===== config.mk =====
export PLATFORM = sky130hd
export DESIGN_NAME = debug_command_packetizer_unit
export DESIGN_NICKNAME = d
export VERILOG_FILES = /design/src/rtl/dcp_pkg.sv /design/src/rtl/dcp_front.sv /design/src/rtl/dcp_queue.sv /design/src/rtl/dcp_back.sv /design/src/rtl/debug_command_packetizer_unit.sv
export SDC_FILE = /design/constraint.sdc
export NUM_CORES = 1
export LEC_CHECK = 0
export BUFFER_PORTS_ARGS = -buffer_cell sky130_fd_sc_hd__buf_2
export CORE_ASPECT_RATIO = 0.9
export CORE_MARGIN = 1.5
export CORE_UTILIZATION = 35
export CTS_BUF_LIST = sky130_fd_sc_hd__clkbuf_2 sky130_fd_sc_hd__clkbuf_4 sky130_fd_sc_hd__clkbuf_8
export CTS_CLUSTER_DIAMETER = 150
export CTS_CLUSTER_SIZE = 8
export DETAILED_ROUTE_END_ITERATION = 8
export GPL_ROUTABILITY_DRIVEN = 0
export PLACE_DENSITY = 0.63
export SYNTH_ARGS = -nofsm -noshare
export SYNTH_HDL_FRONTEND = slang
export SYNTH_SLANG_ARGS = --single-unit
export TNS_END_PERCENT = 5

===== constraint.sdc =====
create_clock -name clk -period 15.3 [get_ports clk]
set_clock_uncertainty 0.05 [all_clocks]
set_input_delay 3.06 -clock clk [delete_from_list [all_inputs] [get_ports clk]]
set_output_delay 3.06 -clock clk [all_outputs]
set_load 0.005 [all_outputs]

===== src/rtl/dcp_pkg.sv =====
package dcp_pkg;

  // Default number of decoded requests held between the front and back parts.
  localparam int QUEUE_DEPTH_DEFAULT = 2;

  // Command letters (ASCII).
  localparam logic [7:0] LETTER_REG_READ   = 8'h72; // 'r'
  localparam logic [7:0] LETTER_REG_WRITE  = 8'h52; // 'R'
  localparam logic [7:0] LETTER_MEM_READ   = 8'h6D; // 'm'
  localparam logic [7:0] LETTER_MEM_WRITE  = 8'h4D; // 'M'
  localparam logic [7:0] LETTER_BP_SET     = 8'h62; // 'b'
  localparam logic [7:0] LETTER_BP_CLEAR   = 8'h42; // 'B'
  localparam logic [7:0] LETTER_WP_SET     = 8'h77; // 'w'
  localparam logic [7:0] LETTER_WP_CLEAR   = 8'h57; // 'W'
  localparam logic [7:0] LETTER_CONTINUE   = 8'h63; // 'c'
  localparam logic [7:0] LETTER_CPU_CTRL   = 8'h43; // 'C'
  localparam logic [7:0] LETTER_DETACH     = 8'h44; // 'D'
  localparam logic [7:0] LETTER_STEP       = 8'h73; // 's'
  localparam logic [7:0] LETTER_LOAD       = 8'h4C; // 'L'

  // Opcodes placed in bits 23..16 of the header.
  localparam logic [7:0] OP_NONE          = 8'd0;
  localparam logic [7:0] OP_IU_READ       = 8'd1;
  localparam logic [7:0] OP_IU_WRITE      = 8'd2;
  localparam logic [7:0] OP_FP_READ       = 8'd3;
  localparam logic [7:0] OP_FP_WRITE      = 8'd4;
  localparam logic [7:0] OP_MEM_READ      = 8'd6;
  localparam logic [7:0] OP_MEM_WRITE     = 8'd7;
  localparam logic [7:0] OP_BP_SET        = 8'd8;
  localparam logic [7:0] OP_BP_CLEAR      = 8'd9;
  localparam logic [7:0] OP_WP_SET        = 8'd10;
  localparam logic [7:0] OP_WP_CLEAR      = 8'd11;
  localparam logic [7:0] OP_PC_READ       = 8'd13;
  localparam logic [7:0] OP_PC_WRITE      = 8'd14;
  localparam logic [7:0] OP_DETACH        = 8'd15;
  localparam logic [7:0] OP_CONTINUE      = 8'd16;
  localparam logic [7:0] OP_CPSR_READ     = 8'd17;
  localparam logic [7:0] OP_CPSR_WRITE    = 8'd18;

  // Register ids with a fixed meaning.
  localparam logic [7:0] REG_FP_FIRST  = 8'd32;
  localparam logic [7:0] REG_Y         = 8'd64;
  localparam logic [7:0] REG_PSR       = 8'd65;
  localparam logic [7:0] REG_WIM       = 8'd66;
  localparam logic [7:0] REG_TBR       = 8'd67;
  localparam logic [7:0] REG_PC        = 8'd68;
  localparam logic [7:0] REG_NPC       = 8'd69;
  localparam logic [7:0] REG_FSR       = 8'd70;
  localparam logic [7:0] REG_CPSR      = 8'd71;
  localparam logic [7:0] REG_ANC_FIRST = 8'd77;
  localparam logic [7:0] REG_ANC_LAST  = 8'd108;

  // Command field codes.
  localparam logic [15:0] FIELD_IU_BASE  = 16'h0400;
  localparam logic [15:0] FIELD_Y        = 16'h0040;
  localparam logic [15:0] FIELD_PSR      = 16'h0200;
  localparam logic [15:0] FIELD_WIM      = 16'h0100;
  localparam logic [15:0] FIELD_TBR      = 16'h0080;
  localparam logic [15:0] FIELD_ANC_BASE = 16'h0020;
  localparam logic [15:0] FIELD_FSR      = 16'h0020;
  localparam logic [15:0] FIELD_PC       = 16'h0001;
  localparam logic [15:0] FIELD_NPC      = 16'h0002;

  // One classified request as it waits for the back part.
  typedef struct packed {
    logic [31:0] header;
    logic [31:0] address;
    logic [31:0] data;
    logic        send_address;
    logic        send_data;
  } dcp_entry_t;

  // Status of the request queue.
  typedef struct packed {
    logic full;
    logic empty;
  } dcp_queue_status_t;

endpackage


===== src/rtl/dcp_front.sv =====
module dcp_front (
  input  logic [7:0]         req_type,
  input  logic [7:0]         reg_id,
  input  logic [31:0]        write_data,
  input  logic [31:0]        target_address,
  output dcp_pkg::dcp_entry_t entry
);

  // Opcode and command field for register reads and writes.
  function automatic logic [23:0] reg_header(input logic is_write, input logic [7:0] rid);
    logic [7:0]  op;
    logic [15:0] field;
    op    = dcp_pkg::OP_NONE;
    field = 16'h0000;
    if (rid < dcp_pkg::REG_FP_FIRST || (rid >= dcp_pkg::REG_Y && rid <= dcp_pkg::REG_TBR) ||
        (rid >= dcp_pkg::REG_ANC_FIRST && rid <= dcp_pkg::REG_ANC_LAST)) begin
      op = is_write ? dcp_pkg::OP_IU_WRITE : dcp_pkg::OP_IU_READ;
      if (rid < dcp_pkg::REG_FP_FIRST) field = dcp_pkg::FIELD_IU_BASE + {8'd0, rid};
      else if (rid == dcp_pkg::REG_Y) field = dcp_pkg::FIELD_Y;
      else if (rid == dcp_pkg::REG_PSR) field = dcp_pkg::FIELD_PSR;
      else if (rid == dcp_pkg::REG_WIM) field = dcp_pkg::FIELD_WIM;
      else if (rid == dcp_pkg::REG_TBR) field = dcp_pkg::FIELD_TBR;
      else field = dcp_pkg::FIELD_ANC_BASE + {8'd0, rid - dcp_pkg::REG_ANC_FIRST};
    end else if ((rid >= dcp_pkg::REG_FP_FIRST && rid < dcp_pkg::REG_Y) ||
                 rid == dcp_pkg::REG_FSR) begin
      op = is_write ? dcp_pkg::OP_FP_WRITE : dcp_pkg::OP_FP_READ;
      field = (rid == dcp_pkg::REG_FSR) ? dcp_pkg::FIELD_FSR
                                        : {8'd0, rid - dcp_pkg::REG_FP_FIRST};
    end else if (rid == dcp_pkg::REG_PC || rid == dcp_pkg::REG_NPC) begin
      op = is_write ? dcp_pkg::OP_PC_WRITE : dcp_pkg::OP_PC_READ;
      field = (rid == dcp_pkg::REG_PC) ? dcp_pkg::FIELD_PC : dcp_pkg::FIELD_NPC;
    end else if (rid == dcp_pkg::REG_CPSR) begin
      op = is_write ? dcp_pkg::OP_CPSR_WRITE : dcp_pkg::OP_CPSR_READ;
    end
    return {op, field};
  endfunction

  logic [7:0]  length;
  logic [23:0] body;
  logic [15:0] slot_field;
  logic        send_address;
  logic        send_data;

  // Breakpoint and watchpoint slot: group from the data word, then the id.
  assign slot_field = {12'd0, write_data[1:0], 2'b00} + {8'd0, reg_id};

  always_comb begin
    case (req_type)
      dcp_pkg::LETTER_REG_READ, dcp_pkg::LETTER_CPU_CTRL, dcp_pkg::LETTER_CONTINUE,
      dcp_pkg::LETTER_DETACH, dcp_pkg::LETTER_STEP, dcp_pkg::LETTER_LOAD: length = 8'd1;
      dcp_pkg::LETTER_MEM_READ, dcp_pkg::LETTER_BP_SET, dcp_pkg::LETTER_BP_CLEAR,
      dcp_pkg::LETTER_WP_SET, dcp_pkg::LETTER_WP_CLEAR, dcp_pkg::LETTER_REG_WRITE: length = 8'd2;
      dcp_pkg::LETTER_MEM_WRITE: length = 8'd3;
      default: length = 8'd0;
    endcase
  end

  always_comb begin
    send_address = 1'b0;
    send_data    = 1'b0;
    case (req_type)
      dcp_pkg::LETTER_REG_READ: begin
        body = reg_header(1'b0, reg_id);
      end
      dcp_pkg::LETTER_REG_WRITE: begin
        body = reg_header(1'b1, reg_id);
        send_data = 1'b1;
      end
      dcp_pkg::LETTER_MEM_READ: begin
        body = {dcp_pkg::OP_MEM_READ, 8'd0, reg_id};
        send_address = 1'b1;
      end
      dcp_pkg::LETTER_MEM_WRITE: begin
        body = {dcp_pkg::OP_MEM_WRITE, 8'd0, reg_id};
        send_address = 1'b1;
        send_data    = 1'b1;
      end
      dcp_pkg::LETTER_BP_SET: begin
        body = {dcp_pkg::OP_BP_SET, slot_field};
        send_address = 1'b1;
      end
      dcp_pkg::LETTER_BP_CLEAR: begin
        body = {dcp_pkg::OP_BP_CLEAR, slot_field};
        send_address = 1'b1;
      end
      dcp_pkg::LETTER_WP_SET: begin
        body = {dcp_pkg::OP_WP_SET, slot_field};
        send_address = 1'b1;
      end
      dcp_pkg::LETTER_WP_CLEAR: begin
        body = {dcp_pkg::OP_WP_CLEAR, slot_field};
        send_address = 1'b1;
      end
      dcp_pkg::LETTER_CONTINUE: body = {dcp_pkg::OP_CONTINUE, 16'h0000};
      dcp_pkg::LETTER_CPU_CTRL: body = {dcp_pkg::OP_PC_WRITE, 16'h0000};
      dcp_pkg::LETTER_DETACH:   body = {dcp_pkg::OP_DETACH, 16'h0000};
      default: body = 24'd0;
    endcase
  end

  assign entry.header       = {length, body};
  assign entry.address      = target_address;
  assign entry.data         = write_data;
  assign entry.send_address = send_address;
  assign entry.send_data    = send_data;

endmodule


===== src/rtl/dcp_queue.sv =====
module dcp_queue #(
  parameter int DEPTH = dcp_pkg::QUEUE_DEPTH_DEFAULT
) (
  input  logic                       clk,
  input  logic                       rst,
  input  logic                       push,
  input  dcp_pkg::dcp_entry_t        push_entry,
  input  logic                       pop,
  output dcp_pkg::dcp_entry_t        head,
  output dcp_pkg::dcp_queue_status_t status
);

  localparam int PW = (DEPTH > 1) ? $clog2(DEPTH) : 1;
  localparam int CW = $clog2(DEPTH + 1);

  dcp_pkg::dcp_entry_t slots [DEPTH];
  logic [PW-1:0] wr_ptr;
  logic [PW-1:0] rd_ptr;
  logic [CW-1:0] count;

  function automatic logic [PW-1:0] bump(input logic [PW-1:0] ptr);
    return (ptr == PW'(DEPTH - 1)) ? '0 : ptr + 1'b1;
  endfunction

  always_ff @(posedge clk) begin
    if (push) begin
      slots[wr_ptr] <= push_entry;
    end
  end

  always_ff @(posedge clk) begin
    if (rst) begin
      wr_ptr <= '0;
      rd_ptr <= '0;
      count  <= '0;
    end else begin
      if (push) wr_ptr <= bump(wr_ptr);
      if (pop) rd_ptr <= bump(rd_ptr);
      if (push && !pop) count <= count + 1'b1;
      else if (pop && !push) count <= count - 1'b1;
    end
  end

  assign head         = slots[rd_ptr];
  assign status.full  = (count == CW'(DEPTH));
  assign status.empty = (count == '0);

endmodule


===== src/rtl/dcp_back.sv =====
module dcp_back (
  input  logic                clk,
  input  logic                rst,
  input  dcp_pkg::dcp_entry_t head,
  input  logic                head_valid,
  output logic                pop,
  output logic                out_valid,
  input  logic                out_stall,
  output logic [31:0]         packet_word,
  output logic                last_word
);

  typedef enum logic [2:0] {
    PH_HEADER  = 3'b001,
    PH_ADDRESS = 3'b010,
    PH_DATA    = 3'b100
  } phase_t;

  phase_t      phase;
  phase_t      phase_next;
  logic        load;
  logic [31:0] word;
  logic        last;

  assign load = head_valid && (!out_valid || !out_stall);

  always_comb begin
    case (phase)
      PH_HEADER: begin
        word       = head.header;
        last       = !head.send_address && !head.send_data;
        phase_next = head.send_address ? PH_ADDRESS : PH_DATA;
      end
      PH_ADDRESS: begin
        word       = head.address;
        last       = !head.send_data;
        phase_next = PH_DATA;
      end
      PH_DATA: begin
        word       = head.data;
        last       = 1'b1;
        phase_next = PH_HEADER;
      end
      default: begin
        word       = head.header;
        last       = 1'b1;
        phase_next = PH_HEADER;
      end
    endcase
    if (last) phase_next = PH_HEADER;
  end

  assign pop = load && last;

  always_ff @(posedge clk) begin
    if (rst) begin
      phase     <= PH_HEADER;
      out_valid <= 1'b0;
    end else if (load) begin
      phase     <= phase_next;
      out_valid <= 1'b1;
    end else if (!out_stall) begin
      out_valid <= 1'b0;
    end
  end

  always_ff @(posedge clk) begin
    if (load) begin
      packet_word <= word;
      last_word   <= last;
    end
  end

endmodule


===== src/rtl/debug_command_packetizer_unit.sv =====
// Debug command packetizer.
//
// The input channel takes one debugger request per beat: command letter,
// register id, data word and address. The output channel gives one 32-bit
// word per beat: first the header (length, opcode, command field), then the
// address for memory, breakpoint and watchpoint commands, then the data word
// for register and memory writes. last_word is high on the final beat of a
// request.
//
// Both channels use valid and stall. An accepted request is classified at
// once and written into a small queue; the first word of a request that finds
// the queue empty passes from its queue slot into the output register.
// The output register sends one word per cycle while out_stall is low, so
// a request occupies the output for one beat per word, one to three words;
// that single word-wide output register is what sets the sustained rate.
// The input stalls only while the queue is full. A stall on the output holds
// the word on display and the queue fills behind it.
// Reset empties the queue, returns the word sequencer to the header and
// drops output valid; no item survives it.
module debug_command_packetizer_unit #(
  parameter int QUEUE_DEPTH = dcp_pkg::QUEUE_DEPTH_DEFAULT
) (
  input  logic        clk,
  input  logic        rst,
  input  logic        in_valid,
  output logic        in_stall,
  input  logic [7:0]  req_type,
  input  logic [7:0]  reg_id,
  input  logic [31:0] write_data,
  input  logic [31:0] target_address,
  output logic        out_valid,
  input  logic        out_stall,
  output logic [31:0] packet_word,
  output logic        last_word
);

  dcp_pkg::dcp_entry_t        decoded;
  dcp_pkg::dcp_entry_t        head;
  dcp_pkg::dcp_queue_status_t q_status;
  logic                       push;
  logic                       pop;

  // Front part: classify the request into its header and word plan.
  dcp_front u_front (
    .req_type       (req_type),
    .reg_id         (reg_id),
    .write_data     (write_data),
    .target_address (target_address),
    .entry          (decoded)
  );

  assign in_stall = q_status.full;
  assign push     = in_valid && !q_status.full;

  // Queue between the two parts, so each side stalls on its own.
  dcp_queue #(
    .DEPTH (QUEUE_DEPTH)
  ) u_queue (
    .clk        (clk),
    .rst        (rst),
    .push       (push),
    .push_entry (decoded),
    .pop        (pop),
    .head       (head),
    .status     (q_status)
  );

  // Back part: walk the words of the head request into the output register.
  dcp_back u_back (
    .clk         (clk),
    .rst         (rst),
    .head        (head),
    .head_valid  (!q_status.empty),
    .pop         (pop),
    .out_valid   (out_valid),
    .out_stall   (out_stall),
    .packet_word (packet_word),
    .last_word   (last_word)
  );

  // A request is only retired from the queue when one is waiting there.
  a_pop_needs_entry: assert property (@(posedge clk) disable iff (rst)
    pop |-> !q_status.empty)
    else $error("request retired from an empty queue");

  // The queue can never be full and empty at once.
  a_status_consistent: assert property (@(posedge clk) disable iff (rst)
    !(q_status.full && q_status.empty))
    else $error("queue reports full and empty together");

  // Reset leaves no beat on the output and no request in the queue.
  a_reset_clears: assert property (@(posedge clk)
    rst |=> (!out_valid && q_status.empty))
    else $error("state survived reset");

  // A word shown while stalled is the one shown in the next cycle.
  a_stall_holds_word: assert property (@(posedge clk) disable iff (rst)
    (out_valid && out_stall) |=> (out_valid && $stable(packet_word) && $stable(last_word)))
    else $error("stalled output word changed");

endmodule

==> results of run 1 <==
[final cells by class]
cell class / instances / area (um2) / share of cell area [%]
multi-input cells: 359 / 2480 / 23.7
inverters: 14 / 52.6 / 0.504
clock buffers: 55 / 607 / 5.82
clock inverters: 1 / 8.76 / 0.0840
flip-flops and latches: 210 / 6220 / 59.6
well taps: 342 / 428 / 4.10
repair buffers: 125 / 643 / 6.16
[sequential cells by signal, summed over array words and instances, names as in the netlist, named ones only]
register            count
u_queue.count           2
u_queue.rd_ptr          1
u_back.out_valid        1
u_queue.wr_ptr          1
u_queue.slots         168
u_back.last_word        1
u_back.phase            3
u_back.packet_word     32
[cell families after synthesis]
logic type	after synthesis	share of synthesized area, %
flip-flops	210	69.8
multiplexers	32	3.62
AO/OA/AOI/OAI	164	12.8
XOR/XNOR	8	0.786
buffers and inverters	50	2.58
AND/OR/NAND/NOR	142	8.54
adder cells (fa/ha/maj)	13	1.91
[where the power goes]
part | switching (mW) | leakage (nW) | internal [mW] | total (mW)
combinational | 0.181 | 1.40 | 0.106 | 0.287
sequential | 0.0388 | 1.98 | 0.783 | 0.822
clock | 0.192 | 0.337 | 0.246 | 0.437
total | 0.412 | 3.72 | 1.13 | 1.55
[worst max path at each step]
stage,endpoint,slack (ns),cells after the start
after detailed placement,u_queue.slots[1][86],9.96,9
after global routing,u_queue.slots[1][70],10.31,9
after global placement,u_queue.slots[0][86],10.10,9
after floorplan,u_queue.slots[0][0],8.07,2
after CTS,u_queue.slots[1][86],10.53,9
final,u_queue.slots[1][86],10.42,9
[routing by layer]
| metal | track usage [%] | vias up | share of wire (%) |
|---|---|---|---|
| met5 | 0 | - | 0 |
| met4 | 3.80 | 0 | 1.3 |
| met3 | 2.56 | 21 | 6.0 |
| met2 | 24.2 | 186 | 48 |
| met1 | 20.8 | 2734 | 45 |
| li1 | - | 2682 | - |
[layout by cell type (no fill, tap or decap), types with 6 or more instances in the layout]
cell type,n
a22o_1,19
a211oi_1,20
o21ai_0,17
ha_1,12
clkbuf_8,31
nand2_1,35
or3_1,6
a21oi_1,18
o22ai_1,16
nor2_1,28
nand3_1,13
inv_1,13
buf_2,118
dfxtp_1,8
nor3_1,11
clkbuf_4,24
nand2b_1,7
buf_4,7
a31oi_1,23
edfxtp_1,201
mux2i_1,30
a22oi_1,20
[tightest hold or removal path: stages, from the launching register on]
cell     delay (ns)
dfxtp_1        0.31
nand2_1        0.07
a21oi_1        0.06
==> results.ini, run 1 <==
[cts]
htreeDepth = 1
postCtsHoldBufs = 0
tritoncts = yes
cts-root-buf = clkbuf_8
path_clk_slew_ns = 0.06
clock_latency_ns = 0.53
cts_buffer_depth = 3
cts_buffers = 30
clock_sinks = 210
ctsResizeCount = 0
cts_setup_buffers = 0

[die]
die_h_um = 154
start_util_pct = 35.6
floorplan.die_area_mm2 = 0.0264
num_io_pins = 119
die_x_um = 171
core-area_mm2 = 0.0250
num_rows = 55

[timing]
rsz0062_at_grt = false
max_freq_mhz = 205
worst_slack_ns = 10.42
fin_tns_setup_ns = 0
worst_hold_slack_ns = 0.435
setup_viol = 0
tightestPinTransition_ns = 0.925
hold_viol = 0
min_period_ns = 4.88
slew_violations = 0
fin_crit_sh_pct = 31.9
max_slew_margin_pct = 38.3

[synth]
async_flop_share_pct = 0
synth.most_common_cell = edfxtp_1
synth_seq_cells = 210
synth-seq-area-share_pct = 69.8
yosys-top-cells-area = edfxtp_1 68%, mux2i_1 3.4%, dfxtp_1 2.0%
synth-main-ff-cell = edfxtp_1
synth_edf_count = 201
synth_cell_types = 69
ys_top_cells_by_count = 201 x edfxtp_1, 35 x nand2_1, 30 x mux2i_1
syn-num-nets = 716
syn_inst = 619
netlist_area_mm2 = 0.00891
synth_top_area_share_pct = 67.7
yosysWarnings = 0
yosys.area.top_type = edfxtp_1
avgSynthCellArea_um2 = 14.4

[drt]
drtIter0Drc = 441
drc = 0
vias = 5623
vias_per_cell = 5.08
wl_per_cell_um = 17.9
drt_wl_total_um = 19800
drt_first_pass_iters = 5
drtAntennaViolNets = 0

[worst_setup_path]
critPathBufInv = 2
path_class = in -> reg
r2r-end = u_queue.count[1]
critPathTopFamily = simple AND/OR/NAND/NOR gates
critPathMaxStageDelay_ns = 0.53
arrival_ns = 5.09
reg2reg_setup_slack_ns = 12.16
rr_worst_depth = 9
critPathCaptureType = register
cp_max_fo = 11
start_kind = input pin
crit_chain = buf_2 > inv_1 > ha_1 > and3b_1 > o21ai_1 > nand3_1 > nor2b_1 > nand2_1 > o41ai_1
cp_slowest_cell = o41ai_1
crit_path_start = reg_id[0]
cp.required_ns = 15.51

[final_layout]
final_layout_size_suffix_gt1_share_pct = 26.2
fin_area_mm2 = 0.0104
num_antenna_cells = 0
fin_util_pct = 41.6
layout.nets = 837
stdcell_count = 1106
fill_cells = 2360
areaGrowthSynthToFinish_pct = 17.1

[worst_hold_path]
hold_class = reg -> reg
hold_path_end = u_back.out_valid
hold_depth = 2
min_from = u_back.out_valid

[global_routing]
grt_pass1_vias = 5457
grt_use_total_pct = 14.9
grt_pass1_wl_um = 30500
antenna_found_initial = 0
grt_overflow = 0
grt_max_degree = 69

[place]
place_area_mm2 = 0.00982
portBuffers = 118
pre_cts_slack_ns = 9.96
place_inst = 1050
dp_hpwl_um = 13000

[power_and_ir_drop]
irDropWorstVdd_v = 0.0000622
leakage_nw = 3.72
p_total_mw = 1.55
p_per_area_mw_per_mm2 = 148

[run_status]
outcome = finished clean

[job]
cap_violations = 0

No activity file was read; power rests on OpenSTA's default activity.
==> run 2: changes to the inputs <==
Clock period 15.3 ns to 4.8 ns, I/O delays scaled along.
==> run 2 against run 1 <==
Net effect:
- clock power rose to 3.2 times the previous value
- sequential share of layout area barely moved
- routed wire length fell by 0.50%
- critical path type unchanged
- critical endpoint is now u_queue.slots[0][86]
==> results.ini, run 2 (synthesis gave the netlist of run 1 again) <==
[worst_setup_path]
critPathTopFamily = simple AND/OR/NAND/NOR gates  ; unchanged
cp.required_ns = 5.03  ; was 15.51 ns
reg2reg_setup_slack_ns = 2.21  ; was 12.16 ns
arrival_ns = 2.97  ; was 5.09 ns
critPathBufInv = 2  ; unchanged
path_class = in -> reg  ; unchanged
cp_max_fo = 11  ; unchanged
critPathMaxStageDelay_ns = 0.50  ; was 0.53 ns
crit_path_start = reg_id[0]  ; unchanged
start_kind = input pin  ; unchanged
cp_slowest_cell = o41ai_1  ; unchanged
critPathCaptureType = register  ; unchanged
crit_chain = buf_2 > inv_1 > ha_1 > and3b_1 > o21ai_1 > nand3_1 > nor2b_1 > nand2_1 > o41ai_1  ; unchanged

[cts]
clock_sinks = 210  ; unchanged
postCtsHoldBufs = 0  ; unchanged
path_clk_slew_ns = 0.06  ; about the same
ctsResizeCount = 0  ; unchanged
clock_latency_ns = 0.55  ; was 0.53 ns
htreeDepth = 1  ; unchanged
cts_setup_buffers = 0  ; unchanged
tritoncts = yes  ; unchanged
cts_buffers = 30  ; unchanged
cts-root-buf = clkbuf_8  ; unchanged
cts_buffer_depth = 3  ; unchanged

[die]
die_h_um = 154  ; unchanged
start_util_pct = 35.6  ; unchanged
floorplan.die_area_mm2 = 0.0264  ; unchanged
core-area_mm2 = 0.0250  ; unchanged
num_io_pins = 119  ; unchanged
num_rows = 55  ; unchanged
die_x_um = 171  ; unchanged

[timing]
slew_violations = 0  ; unchanged
min_period_ns = 2.73
fin_crit_sh_pct = 56.9
fin_tns_setup_ns = 0  ; unchanged
max_slew_margin_pct = 39.0  ; was 38.3%
max_freq_mhz = 366
tightestPinTransition_ns = 0.916  ; was 0.925 ns
setup_viol = 0  ; unchanged
hold_viol = 0  ; unchanged
rsz0062_at_grt = false  ; unchanged

[drt]
drtAntennaViolNets = 0  ; unchanged
drc = 0  ; unchanged
wl_per_cell_um = 17.8  ; was 17.9 um
drt_first_pass_iters = 5  ; unchanged
vias = 5637  ; was 5623
vias_per_cell = 5.09  ; was 5.08
drt_wl_total_um = 19700  ; was 19800 um
drtIter0Drc = 431  ; was 441

[final_layout]
layout_commonest_cell = edfxtp_1  ; unchanged
final_cell_mix = 201 x edfxtp_1, 118 x buf_2, 35 x nand2_1  ; unchanged
num_antenna_cells = 0  ; unchanged
layout.nets = 838  ; was 837
largest_reg_flops = 168  ; unchanged
regMostFlops = u_queue.slots  ; unchanged
fin_util_pct = 41.7  ; was 41.6%
final_layout_size_suffix_gt1_share_pct = 26.3  ; was 26.2%
reg_top3 = u_queue.slots (168), u_back.packet_word (32), u_back.phase (3)  ; unchanged
areaGrowthSynthToFinish_pct = 17.1  ; about the same

[power_and_ir_drop]
p_per_area_mw_per_mm2 = 473  ; was 148 mW/mm2
irDropWorstVdd_v = 0.000205  ; was 0.0000622 V
leakage_nw = 3.72  ; about the same

[global_routing]
grt_pass1_vias = 5437  ; was 5457
grt_overflow = 0  ; unchanged
use_met2_pct = 23.2  ; was 24.2%
grt_pass1_wl_um = 30400  ; was 30500 um
grt_util_met3_pct = 2.51  ; was 2.56%
grt_use_total_pct = 14.9  ; about the same
busiest_layer = met2  ; unchanged
antenna_found_initial = 1  ; was 0
grt_max_degree = 62  ; was 69
met1_usage_pct = 21.0  ; was 20.8%

[place]
portBuffers = 118  ; unchanged
dp_hpwl_um = 13000  ; about the same

[run_status]
outcome = finished clean  ; unchanged

[worst_hold_path]
min_from = u_back.out_valid  ; unchanged
hold_class = reg -> reg  ; unchanged

[job]
cap_violations = 0  ; unchanged

-- run 2: cell types whose count changed in the layout (fill, tap and decap cells not counted), sizes merged --
cell / change
buf: +1
clkbuf: -1
inv: +1
-- run 2: final cells by class --
cell class	count	area [um2]
timing repair buffer	126	651
clock inverter	2	17.5
clock buffer	54	593
sequential	210	6220
inverter	14	52.6
fill	2361	14600
tap	342	428
multi-input combinational	359	2480
-- run 2: worst min-delay path, delay by kind of cell, from the launching register on --
family          cells  cell delay (ns)
simple gates        1             0.07
compound gates      1             0.05
flops               1             0.31
-- run 2: layer usage --
metal	wire [um]	share of wire (%)	up-vias
li1	-	-	2690
met1	8790	45	2726
met2	9230	47	183
met3	1170	5.9	36
met4	506	2.6	2
met5	12	0.061	-
-- run 2: power breakdown --
part	internal, mW	switching (mW)
registers	2.50	0.141
clock network	0.770	0.626
logic	0.339	0.566
total	3.61	1.33
-- run 2: metrics by stage --
| stage | power, mW | setup WS, ns | hold WS, ns | instances | cell area, um2 |
|---|---|---|---|---|---|
| global route | 5.21 | 1.89 | 0.456 | 1107 | 10400 |
| global placement | 3.59 | 1.61 | 0.409 | 1051 | 9820 |
| finish | 4.94 | 2.07 | 0.422 | 1107 | 10400 |
| CTS | 5.01 | 2.17 | 0.428 | 1107 | 10400 |
| detailed placement | 3.60 | 1.59 | 0.420 | 1051 | 9820 |
| floorplan | 3.19 | 1.09 | 0.414 | 619 | 8910 |
-- run 2: worst paths after layout --
check                                       endpoint  cells past startpoint
worst max-delay path            u_queue.slots[0][86]                      9
worst min-delay path                u_back.out_valid                      2
worst max register to register      u_queue.count[1]                      8
worst min register to register      u_back.out_valid                      2
==> run 3: changes to the inputs <==
Settings changed: PLACE_DENSITY 0.63 to 0.65.
Clock period 4.8 ns to 2.3 ns, I/O delays scaled along.
==> run 3 against run 2 <==
Net effect:
- routed wire length is 1.8% higher
- combinational power increased by 130%
- register-to-register slack got worse by 2.1 ns
- first-iteration DRC count rose by 5.6%
- critical path depth fell by 1
- critical path type is now reg -> reg
- highest routed layer is now met4
==> results.ini, run 3 (synthesis gave the netlist of run 1 again) <==
[timing]
hold_viol = 0  ; unchanged
fin_crit_sh_pct = 94.3
worst_hold_slack_ns = 0.0376  ; was 0.422 ns
slew_violations = 0  ; unchanged
fin_tns_setup_ns = 0  ; unchanged
tightestPinTransition_ns = 0.638  ; was 0.916 ns
min_period_ns = 2.17
rsz0062_at_grt = false  ; unchanged
max_freq_mhz = 461
setup_viol = 0  ; unchanged
max_slew_margin_pct = 57.4  ; was 39.0%

[cts]
cts_buffer_depth = 3  ; unchanged
path_clk_slew_ns = 0.07  ; was 0.06 ns
htreeDepth = 1  ; unchanged
clock_sinks = 210  ; unchanged
tritoncts = yes  ; unchanged
clock_latency_ns = 0.55  ; about the same
cts_buffers = 30  ; unchanged
cts-root-buf = clkbuf_8  ; unchanged
cts_setup_buffers = 0  ; unchanged

[die]
die_h_um = 154  ; unchanged
core-area_mm2 = 0.0250  ; unchanged
die_x_um = 171  ; unchanged
num_rows = 55  ; unchanged
num_io_pins = 119  ; unchanged
start_util_pct = 35.6  ; unchanged
floorplan.die_area_mm2 = 0.0264  ; unchanged

[drt]
drc = 0  ; unchanged
vias_per_cell = 5.11  ; was 5.09
drtAntennaViolNets = 0  ; unchanged
drt_wl_total_um = 20100  ; was 19700 um
vias = 5896  ; was 5637
wl_per_cell_um = 17.4  ; was 17.8 um
drtIter0Drc = 455  ; was 431
drt_first_pass_iters = 4  ; was 5

[worst_hold_path]
hold_class = in -> reg  ; was reg -> reg
hold_depth = 1  ; was 2
min_from = target_address[28]  ; was u_back.out_valid
hold_path_end = u_queue.slots[1][62]  ; was u_back.out_valid

[worst_setup_path]
path_class = reg -> reg  ; was in -> reg
reg2reg_setup_slack_ns = 0.13  ; was 2.21 ns
cp.required_ns = 2.73  ; was 5.03 ns
cp_slowest_cell = dfxtp_2  ; was o41ai_1
crit_chain = mux2_2 > o21ai_1 > a21o_1 > and2_4 > inv_1 > ha_1 > or3_1 > a21oi_1  ; was buf_2 > inv_1 > ha_1 > and3b_1 > o21ai_1 > nand3_1 > nor2b_1 > nand2_1 > o41ai_1
critPathCaptureType = register  ; unchanged
start_kind = register  ; was input pin
rr_worst_depth = 8  ; unchanged
cp_max_fo = 4  ; was 11
r2r-end = u_queue.count[1]  ; unchanged
critPathMaxStageDelay_ns = 0.36  ; was 0.50 ns
arrival_ns = 2.60  ; was 2.97 ns

[global_routing]
antenna_found_initial = 1  ; unchanged
grt_pass1_wl_um = 30800  ; was 30400 um
grt_use_total_pct = 14.9  ; about the same
grt_max_degree = 47  ; was 62
met1_usage_pct = 20.2  ; was 21.0%
grt_overflow = 0  ; unchanged
use_met2_pct = 24.8  ; was 23.2%
busiest_layer = met2  ; unchanged
grt_pass1_vias = 5748  ; was 5437
grt_util_met3_pct = 2.56  ; was 2.51%

[power_and_ir_drop]
p_total_mw = 10.4  ; was 4.94 mW
leakage_nw = 3.95  ; was 3.72 nW
p_per_area_mw_per_mm2 = 961  ; was 473 mW/mm2
irDropWorstVdd_v = 0.000426  ; was 0.000205 V

[final_layout]
reg_top3 = u_queue.slots (168), u_back.packet_word (32), u_back.phase (3)  ; unchanged
areaGrowthSynthToFinish_pct = 21.6  ; was 17.1%
fill_cells = 2349  ; was 2361
layout_commonest_cell = edfxtp_1  ; unchanged
largest_reg_flops = 168  ; unchanged
final_cell_mix = 201 x edfxtp_1, 118 x buf_2, 46 x buf_4  ; was 201 x edfxtp_1, 118 x buf_2, 35 x nand2_1
final_layout_size_suffix_gt1_share_pct = 29.9  ; was 26.3%
regMostFlops = u_queue.slots  ; unchanged
layout.nets = 884  ; was 838

[place]
dp_hpwl_um = 13600  ; was 13000 um
portBuffers = 118  ; unchanged

[run_status]
outcome = finished clean  ; unchanged

[job]
cap_violations = 0  ; unchanged

[run 3: changes by cell type in the layout (fill, tap and decap cells not counted)]
cell           delta
clkinv_8          +1
dlygate4sd3_1     +5
and2_1            -1
inv_6             -1
and2_4            +1
clkbuf_4          -1
buf_12            +3
diode_2           +1
buf_4            +38
[run 3: routing by layer]
layer	vias to the layer above	share of wire, %
met5	-	0
met1	2878	44
met3	32	6.6
met4	0	1.9
met2	211	47
li1	2775	-
[run 3: worst max-delay path: cells and delay by family, from the launching register on]
kind	cells	cell delay [ns]
AO/OA/AOI/OAI	3	0.46
adder cells (fa/ha/maj)	1	0.30
buffers and inverters	1	0.04
flip-flops	1	0.36
multiplexers	1	0.35
AND/OR/NAND/NOR	2	0.53
[run 3: cell type report]
type	instances	area, um2	area share, %
Multi-Input combinational cell	359	2480	22.9
Timing Repair Buffer	172	1050	9.65
Antenna cell	1	2.50	0.0231
Clock inverter	2	25.0	0.231
Inverter	14	52.6	0.485
Tap cell	342	428	3.95
Sequential cell	210	6220	57.4
Clock buffer	53	586	5.40
[run 3: worst max-delay path by stage]
| stage | from | to | slack (ns) |
|---|---|---|---|
| 2_1_floorplan | out_stall | u_queue.count[1] | -0.34 |
| 3_3_place_gp | reg_id[1] | u_queue.slots[1][68] | -0.04 |
| 3_5_place_dp | reg_id[1] | u_queue.slots[0][68] | -0.20 |
| 4_1_cts | register | u_queue.count[1] | 0.08 |
| 5_1_grt | register | u_queue.count[1] | 0.06 |
| 6_report | register | u_queue.count[1] | 0.13 |
[run 3: timing repair]
item / in CTS / in global routing
hold endpoints to repair: 3 / 5
hold buffers: 2 / 3
setup endpoints to repair: 0 / 1
gates resized for setup: 0 / 1
[run 3: power by group]
group / internal, mW / switching, mW / total [mW]
clock: 1.59 / 1.32 / 2.91
sequential: 5.20 / 0.258 / 5.46
combinational: 0.810 / 1.24 / 2.05
[run 3: through the flow]
step	cell area, um2	utilization [%]	worst slack, ns	std cells
after floorplan	8920	-	-0.338	619
after global placement	10200	40.6	-0.0385	1092
after detailed placement	10200	40.6	-0.202	1092
after CTS	10800	43.1	0.0834	1149
after global routing	10800	43.3	0.0558	1153
final	10800	43.3	0.131	1153
